===== config.mk =====
export PLATFORM = sky130hd
export DESIGN_NAME = gas_sensor_poll_sequencer
export DESIGN_NICKNAME = d
export VERILOG_FILES = /design/src/design/gsps_pkg.sv /design/src/design/gsps_div.sv /design/src/design/gsps_dp.sv /design/src/design/gsps_ctrl.sv /design/src/design/gas_sensor_poll_sequencer.sv
export SDC_FILE = /design/constraint.sdc
export NUM_CORES = 1
export LEC_CHECK = 0
export ABC_AREA = 0
export ABC_CLOCK_PERIOD_IN_PS = 6300
export BUFFER_PORTS_ARGS = -buffer_cell sky130_fd_sc_hd__buf_2
export CORE_MARGIN = 1
export CORE_UTILIZATION = 50
export CTS_BUF_LIST = sky130_fd_sc_hd__clkbuf_8
export CTS_CLUSTER_SIZE = 25
export DETAILED_ROUTE_END_ITERATION = 6
export GPL_ROUTABILITY_DRIVEN = 0
export HOLD_SLACK_MARGIN = 0.08
export MAX_ROUTING_LAYER = met4
export PLACE_DENSITY_LB_ADDON = 0.3
export SETUP_SLACK_MARGIN = 0.2
export SLEW_MARGIN = 10
export SYNTH_ARGS = -nofsm -noshare
export SYNTH_HDL_FRONTEND = slang
export SYNTH_SLANG_ARGS = --single-unit

===== constraint.sdc =====
create_clock -name clk -period 6.3 [get_ports clk]
set_input_delay 1.26 -clock clk [delete_from_list [all_inputs] [get_ports clk]]
set_output_delay 1.26 -clock clk [all_outputs]
set_load 0.1 [all_outputs]

===== src/design/gsps_pkg.sv =====
// shared types and constants for the gas sensor poll sequencer
// no dependencies; imported by every module of the block

package gsps_pkg;

    localparam int S_TDATA_W  = 64;
    localparam int M_TDATA_W  = 104;
    localparam int CFG_ADDR_W = 3;

    // configuration register indexes
    localparam logic [CFG_ADDR_W-1:0] CFG_START_ADDR  = 3'd0;
    localparam logic [CFG_ADDR_W-1:0] CFG_MODE_ADDR   = 3'd1;
    localparam logic [CFG_ADDR_W-1:0] CFG_MODE_VALUE  = 3'd2;
    localparam logic [CFG_ADDR_W-1:0] CFG_RESULT_ADDR = 3'd3;
    localparam logic [CFG_ADDR_W-1:0] CFG_ERR_MASK    = 3'd4;
    localparam logic [CFG_ADDR_W-1:0] CFG_RDY_MASK    = 3'd5;

    // configuration reset values
    localparam logic [7:0] START_ADDR_RST  = 8'hF4;
    localparam logic [7:0] MODE_ADDR_RST   = 8'h01;
    localparam logic [7:0] MODE_VALUE_RST  = 8'h10;
    localparam logic [7:0] RESULT_ADDR_RST = 8'h02;
    localparam logic [7:0] ERR_MASK_RST    = 8'h01;
    localparam logic [7:0] RDY_MASK_RST    = 8'h08;

    // input item kinds and transfer outcomes
    localparam logic       OP_TICK   = 1'b0;
    localparam logic       OP_DONE   = 1'b1;
    localparam logic [1:0] XFER_OK   = 2'd1;
    localparam logic [1:0] XFER_FAIL = 2'd2;

    localparam logic [3:0] RESULT_BLOCK_LEN = 4'd8;

    // resistance = RES_NUM * adc / (1023 * current)
    localparam int         DVD_W    = 31;
    localparam int         DVS_W    = 16;
    localparam int         QUO_W    = 21;
    localparam logic [QUO_W-1:0] RES_NUM = 21'd1650000;
    localparam logic [QUO_W-1:0] RES_SAT = 21'h1FFFFF;
    localparam logic [4:0] DIV_STEPS = 5'd31;

    typedef enum logic [1:0] {
        TX_NONE  = 2'd0,
        TX_START = 2'd1,
        TX_MODE  = 2'd2,
        TX_READ  = 2'd3
    } tx_kind_t;

    typedef struct packed {
        logic     accept;
        tx_kind_t tx_kind;
        logic     new_data;
        logic     in_error;
        logic     latch_status;
        logic     latch_meas;
        logic     mul_en;
        logic     div_start;
        logic     res_load;
        logic     out_load;
    } gsps_cmd_t;

    typedef struct packed {
        logic err_hit;
        logic rdy_hit;
        logic div_done;
        logic out_free;
    } gsps_stat_t;

endpackage


===== src/design/gsps_div.sv =====
// restoring divider, one quotient bit per cycle
// depends on gsps_pkg

module gsps_div (
    input  logic                      clk,
    input  logic                      rst_n,
    input  logic                      start,
    input  logic [gsps_pkg::DVD_W-1:0] dividend,
    input  logic [gsps_pkg::DVS_W-1:0] divisor,
    output logic                      done,
    output logic [gsps_pkg::QUO_W-1:0] quotient
);
    import gsps_pkg::*;

    logic             busy_reg;
    logic             done_reg;
    logic [4:0]       cnt_reg;
    logic [DVD_W-1:0] dvd_reg;
    logic [DVS_W-1:0] rem_reg;
    logic [DVS_W-1:0] dvs_reg;

    logic [DVS_W:0]   rem_sh;
    logic [DVS_W:0]   rem_diff;
    logic             fits;

    assign rem_sh   = {rem_reg, dvd_reg[DVD_W-1]};
    assign fits     = rem_sh >= {1'b0, dvs_reg};
    assign rem_diff = rem_sh - {1'b0, dvs_reg};

    always_ff @(posedge clk or negedge rst_n)
    begin
        if (!rst_n)
        begin
            busy_reg <= 1'b0;
            done_reg <= 1'b0;
            cnt_reg  <= '0;
        end
        else
        begin
            done_reg <= busy_reg && (cnt_reg == 5'd1) && !start;
            if (start)
            begin
                busy_reg <= 1'b1;
                cnt_reg  <= DIV_STEPS;
            end
            else if (busy_reg)
            begin
                cnt_reg <= cnt_reg - 5'd1;
                if (cnt_reg == 5'd1)
                begin
                    busy_reg <= 1'b0;
                end
            end
        end
    end

    // quotient bits shift in behind the dividend bits
    always_ff @(posedge clk)
    begin
        if (start)
        begin
            dvd_reg <= dividend;
            rem_reg <= '0;
            dvs_reg <= divisor;
        end
        else if (busy_reg)
        begin
            dvd_reg <= {dvd_reg[DVD_W-2:0], fits};
            rem_reg <= fits ? rem_diff[DVS_W-1:0] : rem_sh[DVS_W-1:0];
        end
    end

    assign done     = done_reg;
    assign quotient = dvd_reg[QUO_W-1:0];

endmodule


===== src/design/gsps_dp.sv =====
// datapath: configuration registers, latched measurement, resistance math, output register
// depends on gsps_pkg and gsps_div

module gsps_dp (
    input  logic                               clk,
    input  logic                               rst_n,
    input  logic                               cfg_valid,
    input  logic [gsps_pkg::CFG_ADDR_W-1:0]    cfg_addr,
    input  logic [7:0]                         cfg_data,
    input  logic [gsps_pkg::S_TDATA_W-1:0]     s_tdata,
    input  gsps_pkg::gsps_cmd_t                cmd,
    output gsps_pkg::gsps_stat_t               stat,
    output logic                               m_tvalid,
    input  logic                               m_tready,
    output logic [gsps_pkg::M_TDATA_W-1:0]     m_tdata,
    output logic                               m_tuser
);
    import gsps_pkg::*;

    logic [7:0] start_addr_reg, mode_addr_reg, mode_value_reg, result_addr_reg;
    logic [7:0] err_mask_reg, rdy_mask_reg;

    logic [15:0]      eco2_reg, tvoc_reg;
    logic [5:0]       cur_reg;
    logic [9:0]       adc_reg;
    logic [QUO_W-1:0] res_reg;
    logic [7:0]       status_reg;

    logic [1:0]       p_tx_len_reg;
    logic [7:0]       p_tx_reg_reg, p_tx_data_reg;
    logic [3:0]       p_rx_len_reg;
    logic             p_new_reg, p_err_reg;
    logic [1:0]       p_tx_len_next;
    logic [7:0]       p_tx_reg_next, p_tx_data_next;
    logic [3:0]       p_rx_len_next;

    logic [DVD_W-1:0] prod_reg;
    logic [DVS_W-1:0] dvs_reg;
    logic             div_done;
    logic [QUO_W-1:0] quot;

    logic                 m_tvalid_reg;
    logic [M_TDATA_W-1:0] m_tdata_reg;
    logic                 m_tuser_reg;

    logic [15:0] in_eco2, in_tvoc, in_raw;
    logic [7:0]  in_status;

    assign in_eco2   = s_tdata[17:2];
    assign in_tvoc   = s_tdata[33:18];
    assign in_status = s_tdata[41:34];
    assign in_raw    = s_tdata[57:42];

    assign stat.err_hit  = (in_status & err_mask_reg) != 8'd0;
    assign stat.rdy_hit  = (in_status & rdy_mask_reg) != 8'd0;
    assign stat.div_done = div_done;
    assign stat.out_free = !m_tvalid_reg || m_tready;

    always_ff @(posedge clk or negedge rst_n)
    begin
        if (!rst_n)
        begin
            start_addr_reg  <= START_ADDR_RST;
            mode_addr_reg   <= MODE_ADDR_RST;
            mode_value_reg  <= MODE_VALUE_RST;
            result_addr_reg <= RESULT_ADDR_RST;
            err_mask_reg    <= ERR_MASK_RST;
            rdy_mask_reg    <= RDY_MASK_RST;
        end
        else if (cfg_valid)
        begin
            case (cfg_addr)
                CFG_START_ADDR:  start_addr_reg  <= cfg_data;
                CFG_MODE_ADDR:   mode_addr_reg   <= cfg_data;
                CFG_MODE_VALUE:  mode_value_reg  <= cfg_data;
                CFG_RESULT_ADDR: result_addr_reg <= cfg_data;
                CFG_ERR_MASK:    err_mask_reg    <= cfg_data;
                CFG_RDY_MASK:    rdy_mask_reg    <= cfg_data;
                default:         ;
            endcase
        end
    end

    always_ff @(posedge clk or negedge rst_n)
    begin
        if (!rst_n)
        begin
            eco2_reg   <= '0;
            tvoc_reg   <= '0;
            cur_reg    <= '0;
            adc_reg    <= '0;
            res_reg    <= '0;
            status_reg <= '0;
        end
        else
        begin
            if (cmd.latch_status)
            begin
                status_reg <= in_status;
            end
            if (cmd.latch_meas)
            begin
                eco2_reg <= in_eco2;
                tvoc_reg <= in_tvoc;
                cur_reg  <= in_raw[15:10];
                adc_reg  <= in_raw[9:0];
            end
            if (cmd.res_load)
            begin
                res_reg <= (cur_reg == 6'd0) ? RES_SAT : quot;
            end
        end
    end

    always_comb
    begin
        p_tx_len_next  = 2'd0;
        p_tx_reg_next  = 8'd0;
        p_tx_data_next = 8'd0;
        p_rx_len_next  = 4'd0;
        case (cmd.tx_kind)
            TX_START:
            begin
                p_tx_len_next = 2'd1;
                p_tx_reg_next = start_addr_reg;
            end
            TX_MODE:
            begin
                p_tx_len_next  = 2'd2;
                p_tx_reg_next  = mode_addr_reg;
                p_tx_data_next = mode_value_reg;
            end
            TX_READ:
            begin
                p_tx_len_next = 2'd1;
                p_tx_reg_next = result_addr_reg;
                p_rx_len_next = RESULT_BLOCK_LEN;
            end
            default: ;
        endcase
    end

    // pending result fields and arithmetic operands
    always_ff @(posedge clk)
    begin
        if (cmd.accept)
        begin
            p_tx_len_reg  <= p_tx_len_next;
            p_tx_reg_reg  <= p_tx_reg_next;
            p_tx_data_reg <= p_tx_data_next;
            p_rx_len_reg  <= p_rx_len_next;
            p_new_reg     <= cmd.new_data;
            p_err_reg     <= cmd.in_error;
        end
        if (cmd.mul_en)
        begin
            prod_reg <= DVD_W'(RES_NUM) * DVD_W'(adc_reg);
            // 1023 * current
            dvs_reg  <= {cur_reg, 10'd0} - {10'd0, cur_reg};
        end
    end

    gsps_div u_div (
        .clk      (clk),
        .rst_n    (rst_n),
        .start    (cmd.div_start),
        .dividend (prod_reg),
        .divisor  (dvs_reg),
        .done     (div_done),
        .quotient (quot)
    );

    always_ff @(posedge clk or negedge rst_n)
    begin
        if (!rst_n)
        begin
            m_tvalid_reg <= 1'b0;
        end
        else if (cmd.out_load)
        begin
            m_tvalid_reg <= 1'b1;
        end
        else if (m_tready)
        begin
            m_tvalid_reg <= 1'b0;
        end
    end

    always_ff @(posedge clk)
    begin
        if (cmd.out_load)
        begin
            m_tdata_reg <= {4'd0, p_err_reg, status_reg, res_reg, adc_reg, cur_reg,
                            tvoc_reg, eco2_reg, p_rx_len_reg, p_tx_data_reg,
                            p_tx_reg_reg, p_tx_len_reg};
            m_tuser_reg <= p_new_reg;
        end
    end

    assign m_tvalid = m_tvalid_reg;
    assign m_tdata  = m_tdata_reg;
    assign m_tuser  = m_tuser_reg;

endmodule


===== src/design/gsps_ctrl.sv =====
// controller: sensor sequence state and per-item processing phases
// depends on gsps_pkg

module gsps_ctrl (
    input  logic                 clk,
    input  logic                 rst_n,
    input  logic                 s_tvalid,
    output logic                 s_tready,
    input  logic                 operation,
    input  logic [1:0]           xfer_outcome,
    input  gsps_pkg::gsps_stat_t stat,
    output gsps_pkg::gsps_cmd_t  cmd
);
    import gsps_pkg::*;

    typedef enum logic [5:0] {
        SEQ_HOLD      = 6'b000001,
        SEQ_BOOTED    = 6'b000010,
        SEQ_MODE_SENT = 6'b000100,
        SEQ_READING   = 6'b001000,
        SEQ_WAITING   = 6'b010000,
        SEQ_ERROR     = 6'b100000
    } seq_t;

    typedef enum logic [4:0] {
        PH_IDLE   = 5'b00001,
        PH_MUL    = 5'b00010,
        PH_DSTART = 5'b00100,
        PH_DIV    = 5'b01000,
        PH_LOAD   = 5'b10000
    } phase_t;

    seq_t   seq_reg, seq_next;
    phase_t phase_reg, phase_next;
    logic   acc;

    assign s_tready = (phase_reg == PH_IDLE);
    assign acc      = s_tvalid && s_tready;

    always_comb
    begin
        seq_next   = seq_reg;
        phase_next = phase_reg;
        cmd        = '0;
        cmd.tx_kind = TX_NONE;
        case (phase_reg)
            PH_IDLE:
            begin
                if (acc)
                begin
                    cmd.accept = 1'b1;
                    phase_next = PH_LOAD;
                    if (operation == OP_TICK)
                    begin
                        case (seq_reg)
                            SEQ_HOLD:
                            begin
                                cmd.tx_kind = TX_START;
                                seq_next    = SEQ_BOOTED;
                            end
                            SEQ_WAITING:
                            begin
                                cmd.tx_kind = TX_READ;
                                seq_next    = SEQ_READING;
                            end
                            default: ;
                        endcase
                    end
                    else if (xfer_outcome == XFER_OK)
                    begin
                        case (seq_reg)
                            SEQ_BOOTED:
                            begin
                                cmd.tx_kind = TX_MODE;
                                seq_next    = SEQ_MODE_SENT;
                            end
                            SEQ_MODE_SENT:
                            begin
                                cmd.tx_kind = TX_READ;
                                seq_next    = SEQ_READING;
                            end
                            SEQ_READING:
                            begin
                                cmd.latch_status = 1'b1;
                                // error bits win over ready bits
                                if (stat.err_hit)
                                begin
                                    seq_next = SEQ_ERROR;
                                end
                                else
                                begin
                                    seq_next = SEQ_WAITING;
                                    if (stat.rdy_hit)
                                    begin
                                        cmd.latch_meas = 1'b1;
                                        cmd.new_data   = 1'b1;
                                        phase_next     = PH_MUL;
                                    end
                                end
                            end
                            default: ;
                        endcase
                    end
                    else if (xfer_outcome == XFER_FAIL)
                    begin
                        if (seq_reg inside {SEQ_BOOTED, SEQ_MODE_SENT, SEQ_READING})
                        begin
                            seq_next = SEQ_ERROR;
                        end
                    end
                    cmd.in_error = (seq_next == SEQ_ERROR);
                end
            end
            PH_MUL:
            begin
                cmd.mul_en = 1'b1;
                phase_next = PH_DSTART;
            end
            PH_DSTART:
            begin
                cmd.div_start = 1'b1;
                phase_next    = PH_DIV;
            end
            PH_DIV:
            begin
                if (stat.div_done)
                begin
                    cmd.res_load = 1'b1;
                    phase_next   = PH_LOAD;
                end
            end
            PH_LOAD:
            begin
                if (stat.out_free)
                begin
                    cmd.out_load = 1'b1;
                    phase_next   = PH_IDLE;
                end
            end
            default:
            begin
                phase_next = PH_IDLE;
            end
        endcase
    end

    always_ff @(posedge clk or negedge rst_n)
    begin
        if (!rst_n)
        begin
            seq_reg   <= SEQ_HOLD;
            phase_reg <= PH_IDLE;
        end
        else
        begin
            seq_reg   <= seq_next;
            phase_reg <= phase_next;
        end
    end

endmodule


===== src/design/gas_sensor_poll_sequencer.sv =====
// top level of the gas sensor poll sequencer
// depends on gsps_pkg, gsps_ctrl, gsps_dp (and gsps_div below it)

// Each input transfer is a period tick or a bus completion report and gives exactly one
// output transfer: the next bus command (tx_len 0 when none) plus the latest measurement.
// An item without a new measurement passes from its input transfer through the load phase
// into the output register, and no further input transfer is taken until that load is done.
// An item that latches new data passes through a multiply phase, a divider start phase, a
// 31-step restoring divider for 1650000*adc/(1023*current) at one quotient bit per cycle,
// a resistance load and the output register load before the input side is ready again.
// The input side is ready again as soon as the result sits in the output register, even
// if it has not been taken yet; the next item then waits only at its own output load.
// Configuration writes are always accepted; write them only while no item is in flight.

module gas_sensor_poll_sequencer (
    input  logic                               clk,
    input  logic                               rst_n,
    input  logic                               s_tvalid,
    output logic                               s_tready,
    // xfer_outcome[1:0], rx_eco2_word[17:2], rx_tvoc_word[33:18],
    // rx_status_byte[41:34], rx_raw_word[57:42], zero fill
    input  logic [gsps_pkg::S_TDATA_W-1:0]     s_tdata,
    // operation[0]
    input  logic                               s_tuser,
    output logic                               m_tvalid,
    input  logic                               m_tready,
    // tx_len[1:0], tx_reg[9:2], tx_data[17:10], rx_len[21:18], eco2_ppm[37:22],
    // tvoc_ppb[53:38], heater_current[59:54], raw_adc[69:60], resistance_ohm[90:70],
    // sensor_status[98:91], in_error[99], zero fill
    output logic [gsps_pkg::M_TDATA_W-1:0]     m_tdata,
    // new_data[0]
    output logic                               m_tuser,
    input  logic                               cfg_valid,
    output logic                               cfg_ready,
    input  logic [gsps_pkg::CFG_ADDR_W-1:0]    cfg_addr,
    input  logic [7:0]                         cfg_data
);
    import gsps_pkg::*;

    gsps_cmd_t  cmd;
    gsps_stat_t stat;

    assign cfg_ready = 1'b1;

    gsps_ctrl u_ctrl (
        .clk          (clk),
        .rst_n        (rst_n),
        .s_tvalid     (s_tvalid),
        .s_tready     (s_tready),
        .operation    (s_tuser),
        .xfer_outcome (s_tdata[1:0]),
        .stat         (stat),
        .cmd          (cmd)
    );

    gsps_dp u_dp (
        .clk       (clk),
        .rst_n     (rst_n),
        .cfg_valid (cfg_valid),
        .cfg_addr  (cfg_addr),
        .cfg_data  (cfg_data),
        .s_tdata   (s_tdata),
        .cmd       (cmd),
        .stat      (stat),
        .m_tvalid  (m_tvalid),
        .m_tready  (m_tready),
        .m_tdata   (m_tdata),
        .m_tuser   (m_tuser)
    );

endmodule


==> results of run 1 <==
==> metal layers <==
metal,share of wire,vias to the layer above,global-route usage
met4,0.019,0,0.0600
met3,0.039,52,0.0380
met2,0.50,245,0.324
met1,0.45,5270,0.257
li1,-,5216,-
met5,0,-,-
==> per-stage QoR <==
step / instance area, um^2 / cells
finish: 20000 / 2078
global route: 20000 / 2078
CTS: 20000 / 2077
detailed placement: 18800 / 1962
global placement: 18800 / 1962
floorplan: 17400 / 1362
==> area by class of cell <==
type                       instances  area [um^2]
fill                            2736        13800
multi-input combinational        835         6530
timing repair buffer             194         1030
antenna                            1         2.50
clock inverter                    46          309
inverter                         116          435
sequential                       369        10200
clock buffer                      69          950
tap                              448          561
==> Yosys cell counts, types with 20 or more instances <==
master    number
a21oi_1       41
clkbuf_1      26
dfrtp_1      132
edfxtp_1     209
fa_1          37
ha_1         109
inv_1        115
mux2_2        99
mux2i_1       20
nand2_1      163
nor2_1        64
o21ai_0       75
xnor2_1       32
==> cell families (layout without fill, tap and decap cells) <==
kind of cell    Yosys count  after routing  share of synthesized area
flops                   369            369                      0.589
other cells               2              9                   0.000433
buf+inv                 158            425                     0.0366
mux                     119            119                     0.0759
xor+xnor                 45             45                     0.0227
compound gates          193            193                     0.0687
fa+ha+maj               146            146                      0.121
simple gates            324            324                     0.0849
==> power by group through the flow <==
stage,Combinational [W],Sequential [W],Clock [W]
after floorplan,0.00235,0.00425,0
after global placement,0.00391,0.00331,0
after detailed placement,0.00401,0.00332,0
after CTS,0.00404,0.00328,0.00218
after global routing,0.00442,0.00331,0.00228
final,0.00402,0.00328,0.00211
==> critical path, stage by stage (launching register included) <==
cell,delay [ns]
dfrtp_1,0.53
inv_1,0.16
ha_1,0.37
fa_1,0.55
inv_1,0.05
fa_1,0.47
fa_1,0.51
fa_1,0.42
ha_1,0.35
a21o_1,0.21
a221o_1,0.31
a311oi_2,0.31
o311ai_1,0.23
or4_1,0.55
a31o_1,0.24
a21oi_2,0.16
xnor2_1,0.07
==> worst paths after layout <==
path                       depth (start not counted)                         endpoint  slack [ns]
max                                               16      u_dp.prod_reg[30]$_DFFE_PP_        0.56
min                                                0  u_dp.u_div.dvs_reg[6]$_DFFE_PN_        0.41
max reg2reg                                       16      u_dp.prod_reg[30]$_DFFE_PP_        0.56
min reg2reg                                        0  u_dp.u_div.dvs_reg[6]$_DFFE_PN_        0.41
max in group asynchronous                          2      u_dp.adc_reg[8]$_DFFE_PN0P_        4.26
min in group asynchronous                          1   u_dp.status_reg[1]$_DFFE_PN0P_        0.72
==> metrics.md, run 1 <==
| Metric | Value |
|---|---|
| GRT Util Overall | 0.201 |
| Drt wl/cell | 16.2 um |
| Routed vias | 10783 |
| Clock Skew | 0.0239 ns |
| Fmax | 0.174 GHz |
| Seq pwr share | 0.348 |
| LEAKAGE | 8.89 nW |
| Clock period minus worst slack | 5.74 ns |
| Setup crit start | u_dp.adc_reg[2]$_DFFE_PN0P_ |
| Slew Limit Fails | 0 |
| Post-layout util | 0.593 |
| CTS Root Cell | clkbuf_8 |
| CTS Hold Bufs | 0 |
| Crit end category | flop |
| Post-synth cell types | 65 |
| Routed vias/inst | 5.19 |
| Ys flop type | edfxtp_1 |
| Hold Crit Class | reg2reg |
| Most frequent cells in the layout | edfxtp_1, buf_2, nand2_1, inv_1, dfrtp_1 |
| Die footprint | 0.0354 mm^2 |
| Crit Path Category | reg2reg |
| Row cnt | 67 |
| Data required, critical path | 6.66 ns |
| Maximum vdd drop | 218 uV |
| Max reg flops | 97 |
| Clk Latency, worst-skew pair | 0.62 ns |
| Post-synth top area share | 0.362 |
| Core area | 0.0338 mm^2 |
| Area grow syn2layout | 15.6% |
| Worst Min Path Start | u_dp.dvs_reg[6]$_DFFE_PP_ |
| Register area share after synthesis | 0.589 |
| Internal Pwr Total | 0.00566 W |
| Final Power | 0.00941 W |
| Max-cap viol count | 0 |
| First-pass GRT wire length | 55.3 mm |
| Synth warn | 0 |
| Die Wd | 188 um |
| Post_cts resized | 0 |
| Avg Inst Size Synth | 12.8 um^2 |
| Switching share of power | 0.398 |
| Crit-path max FO | 8 |
| CTS HTree Levels | 2 |
| Status | completed |
| # Post-CTS Setup Buffers | 0 |
| Least-Margin Pin Slew | 1.02 ns |
| CTS buffer count | 61 |
| Post-synth top area cell | edfxtp_1 |
| Total global routing overflow | 0 |
| Clk buf depth | 3 |
| # port buffers | 174 |
| Layout cell share with drive strength beyond 1 | 0.246 |
| Antenna violations before repair | 1 |
| Nets | 1804 |
| Final setup fails | 0 |
| Mapped Cells | 1356 |
| Initial DRC count | 643 |
| Pre-CTS setup slack | 0.581 ns |
| Hold_ws | 0.414 ns |
| NetSw | 0.00375 W |
| Clock slew at reported path FFs | 0.06 ns |
| Setup TNS | 0 ns |
| I/O Pins | 189 |
| Post-route clock period utilization | 0.911 |
| Launch point of the worst reg-to-reg path | u_dp.adc_reg[2]$_DFFE_PN0P_ |
| Die height | 188 um |
| Ys async rst share | 0.390 |
| Setup WS post-layout | 0.559 ns |
| RSZ-0062 raised after global routing | no |
| Gate power share | 0.428 |
| Starting Density | 0.513 |
| Synth area leaders | edfxtp_1, dfrtp_1, ha_1, mux2_2, fa_1 |
| Vias in the first global route | 10982 |
| First-pass DRT Iterations | 7 |
| Synthesized area | 0.0173 mm^2 |
| Clock power share | 0.224 |
| Relative slew slack | 0.316 |
| Final ANT Viol Nets | 0 |
| Critical path arrival | 6.10 ns |
| DRT Wirelength | 33.7 mm |
| CTS tree | yes |
| Sink Count | 369 |
| Hold Fails Final Rpt | 0 |
| #FFs+latches synth | 369 |
| Post-DP HPWL | 23.3 mm |
| Post-synth EDFFs | 209 |
| Most common cell after layout, fill and taps aside | edfxtp_1 |
| Launching element type of the critical path | flop |
| DRC | 0 |
| Largest net degree at the start of global routing | 96 |
| PD cells | 470 mW/mm^2 |
(Power assumes the default switching activity.)
==> run 2: changes to the inputs <==
Settings changed: CORE_UTILIZATION 50 to 40, CTS_BUF_LIST sky130_fd_sc_hd__clkbuf_8 to sky130_fd_sc_hd__clkbuf_4 sky130_fd_sc_hd__clkbuf_8.
==> run 2 against run 1 <==
Against the previous run: total power up 2.7%; critical path depth unchanged; cell area up 1.5%; first-iteration DRC count down 22%; final cell count up 6.4%; setup slack worse by 0.018 ns; critical path type unchanged.
==> metrics.md, run 2 (same netlist as run 1, synthesis figures left out) <==
| Metric | Value |
|---|---|
| Most common cell after layout, fill and taps aside | edfxtp_1 |
| Status | completed |
| CTS Hold Bufs | 0 (unchanged) |
| CTS HTree Levels | 3 (+1) |
| Launch point of the worst reg-to-reg path | u_dp.adc_reg[2]$_DFFE_PN0P_ |
| Hold Path Cell Cnt | 0 (unchanged) |
| Core area | 0.0423 mm^2 (+25%) |
| Die footprint | 0.0442 mm^2 (+25%) |
| Gate power share | 0.419 (-0.009) |
| Vias in the first global route | 10954 (-0.25%) |
| Final instance area | 0.0203 mm^2 (+1.5%) |
| Routed vias | 10813 (+0.28%) |
| Slew Limit Fails | 0 (unchanged) |
| Clk buf depth | 3 (unchanged) |
| Sink Count | 369 (unchanged) |
| Most frequent cells in the layout | edfxtp_1, buf_2, nand2_1, dfrtp_1, inv_1 |
| Die height | 210 um (+12%) |
| Relative slew slack | 0.200 (-0.116) |
| Routed vias/inst | 4.89 (-5.7%) |
| Critical path arrival | 6.11 ns (about the same) |
| Register-to-register setup slack | 0.54 ns (-0.02 ns) |
| Post-route clock period utilization | 0.914 (+0.00293) |
| Nets | 1806 (+0.11%) |
| Maximum vdd drop | 371 uV (+70%) |
| Drt wl/cell | 16.1 um (-0.36%) |
| # port buffers | 174 (unchanged) |
| Starting Density | 0.410 (-0.104) |
| Ant. Diodes | 0 (-1) |
| R2r worst-path depth | 16 (unchanged) |
| Area grow syn2layout | 17.3% |
| Worst r2r dst | u_dp.prod_reg[30]$_DFFE_PP_ |
| Max reg flops | 97 (unchanged) |
| Placed Instance Area | 0.0189 mm^2 (+0.74%) |
| I/O Pins | 189 (unchanged) |
| RSZ-0062 raised after global routing | no |
| Least-Margin Pin Slew | 1.19 ns (+0.167 ns) |
| Post_cts resized | 0 (unchanged) |
| Antenna violations before repair | 0 (-1) |
| Fmax | 0.174 GHz (-0.32%) |
| Crit Path Category | reg2reg |
| Clock period minus worst slack | 5.76 ns (+0.0185 ns) |
| First-pass GRT wire length | 57.2 mm (+3.5%) |
| Crit end category | flop |
| Final ANT Viol Nets | 0 (unchanged) |
| Internal Pwr Total | 0.00586 W (+3.5%) |
| Seq pwr share | 0.340 (-0.008) |
| DRC | 0 (unchanged) |
| Filler cells | 3847 (+41%) |
| Hold Fails Final Rpt | 0 (unchanged) |
| CTS Root Cell | clkbuf_8 |
| Hold EP | u_dp.m_tdata[0]$_DFFE_PP_ |
| LEAKAGE | 8.91 nW (+0.23%) |
| Layout cell share with drive strength beyond 1 | 0.266 (+0.0208) |
| Largest net degree at the start of global routing | 92 (-4.2%) |
| Worst Min Path Start | u_dp.p_tx_len_reg[0]$_DFFE_PP_ |
| Final setup fails | 0 (unchanged) |
| Row cnt | 75 (+12%) |
| Clock slew at reported path FFs | 0.06 ns (about the same) |
| Post-DP HPWL | 25.0 mm (+7.2%) |
| # Post-CTS Setup Buffers | 0 (unchanged) |
| CTS buffer count | 66 (+8.2%) |
| Hold Crit Class | reg2reg |
| Die Wd | 210 um (+12%) |
| Setup TNS | 0 ns (unchanged) |
| Crit-path max FO | 8 (unchanged) |
| Total global routing overflow | 0 (unchanged) |
| Data required, critical path | 6.65 ns (about the same) |
| First-pass DRT Iterations | 5 (-2) |
| CTS tree | yes |
| DRT Wirelength | 35.7 mm (+6.0%) |
| Max-cap viol count | 0 (unchanged) |
| Clock power share | 0.242 (+0.018) |
| Launching element type of the critical path | flop |
| Clk Latency, worst-skew pair | 0.59 ns (-0.03 ns) |
| Clock Skew | 0.0219 ns (-0.00197 ns) |
| NetSw | 0.00380 W (+1.4%) |
| Switching share of power | 0.393 (-0.00498) |
| Initial DRC count | 503 (-22%) |
| PD cells | 475 mW/mm^2 (+1.2%) |
| GRT Util Overall | 0.170 (-0.0308) |
run 2: cell count changes in the layout (fill, tap and decap cells not counted), sizes merged:
| cell | before | now |
|---|---|---|
| buf | 194 | 191 |
| clkinvlp | 2 | 1 |
| diode | 1 | 0 |
| clkinv | 16 | 7 |
| bufinv | 4 | 1 |
| clkbuf | 69 | 111 |
| inv | 140 | 118 |
run 2: through the flow:
step                power [W]  setup slack (ns)  hold slack [ns]  std cells   util
CTS                   0.00979             0.544            0.410       2210  0.480
detailed placement    0.00739             0.572            0.405       2088  0.447
floorplan             0.00660              1.05            0.400       1362      -
finish                0.00966             0.540            0.409       2210  0.480
global placement      0.00730             0.630            0.402       2088  0.447
global route           0.0103             0.325            0.413       2210  0.480
run 2: worst max path at each step:
stage | start | to | slack, ns | depth (start not counted)
floorplan | u_dp.adc_reg[2]$_DFFE_PN0P_ | u_dp.prod_reg[30]$_DFFE_PP_ | 1.05 | 16
global placement | u_dp.adc_reg[2]$_DFFE_PN0P_ | u_dp.prod_reg[30]$_DFFE_PP_ | 0.63 | 16
detailed placement | u_dp.adc_reg[2]$_DFFE_PN0P_ | u_dp.prod_reg[30]$_DFFE_PP_ | 0.57 | 16
CTS | u_dp.adc_reg[2]$_DFFE_PN0P_ | u_dp.prod_reg[30]$_DFFE_PP_ | 0.54 | 16
global route | u_dp.adc_reg[2]$_DFFE_PN0P_ | u_dp.prod_reg[27]$_DFFE_PP_ | 0.32 | 16
finish | u_dp.adc_reg[2]$_DFFE_PN0P_ | u_dp.prod_reg[30]$_DFFE_PP_ | 0.54 | 16
run 2: area by class of cell:
type	instances	area [um^2]	area share
Clock inverter	11	95.1	0.00468
Tap cell	577	722	0.0355
Sequential cell	369	10200	0.503
Inverter	116	435	0.0214
Timing Repair Buffer	191	1000	0.0494
Multi-Input combinational cell	835	6530	0.321
Clock buffer	111	1320	0.0650
run 2: metal layers:
layer / vias up / global-route usage / share of wire
li1: 5233 / - / -
met1: 5376 / 0.213 / 0.45
met2: 142 / 0.275 / 0.50
met3: 62 / 0.0294 / 0.032
met4: 0 / 0.0647 / 0.022
met5: - / - / 0
run 2: worst max-delay path: stages (launching register included):
cell and delay, ns:
dfrtp_1 0.52, inv_1 0.15, ha_1 0.35, fa_1 0.55, inv_1 0.05, fa_1 0.46, fa_1 0.51, fa_1 0.41
ha_1 0.37, a21o_1 0.22, a221o_1 0.33, a311oi_2 0.34, o311ai_1 0.24, or4_1 0.54, a31o_1 0.24, a21oi_2 0.15
xnor2_1 0.07
run 2: power by group through the flow:
stage	logic [W]	registers, W	clock network [W]
floorplan	0.00235	0.00425	0
global placement	0.00399	0.00331	0
detailed placement	0.00406	0.00333	0
CTS	0.00408	0.00328	0.00242
global route	0.00445	0.00332	0.00253
finish	0.00405	0.00328	0.00233
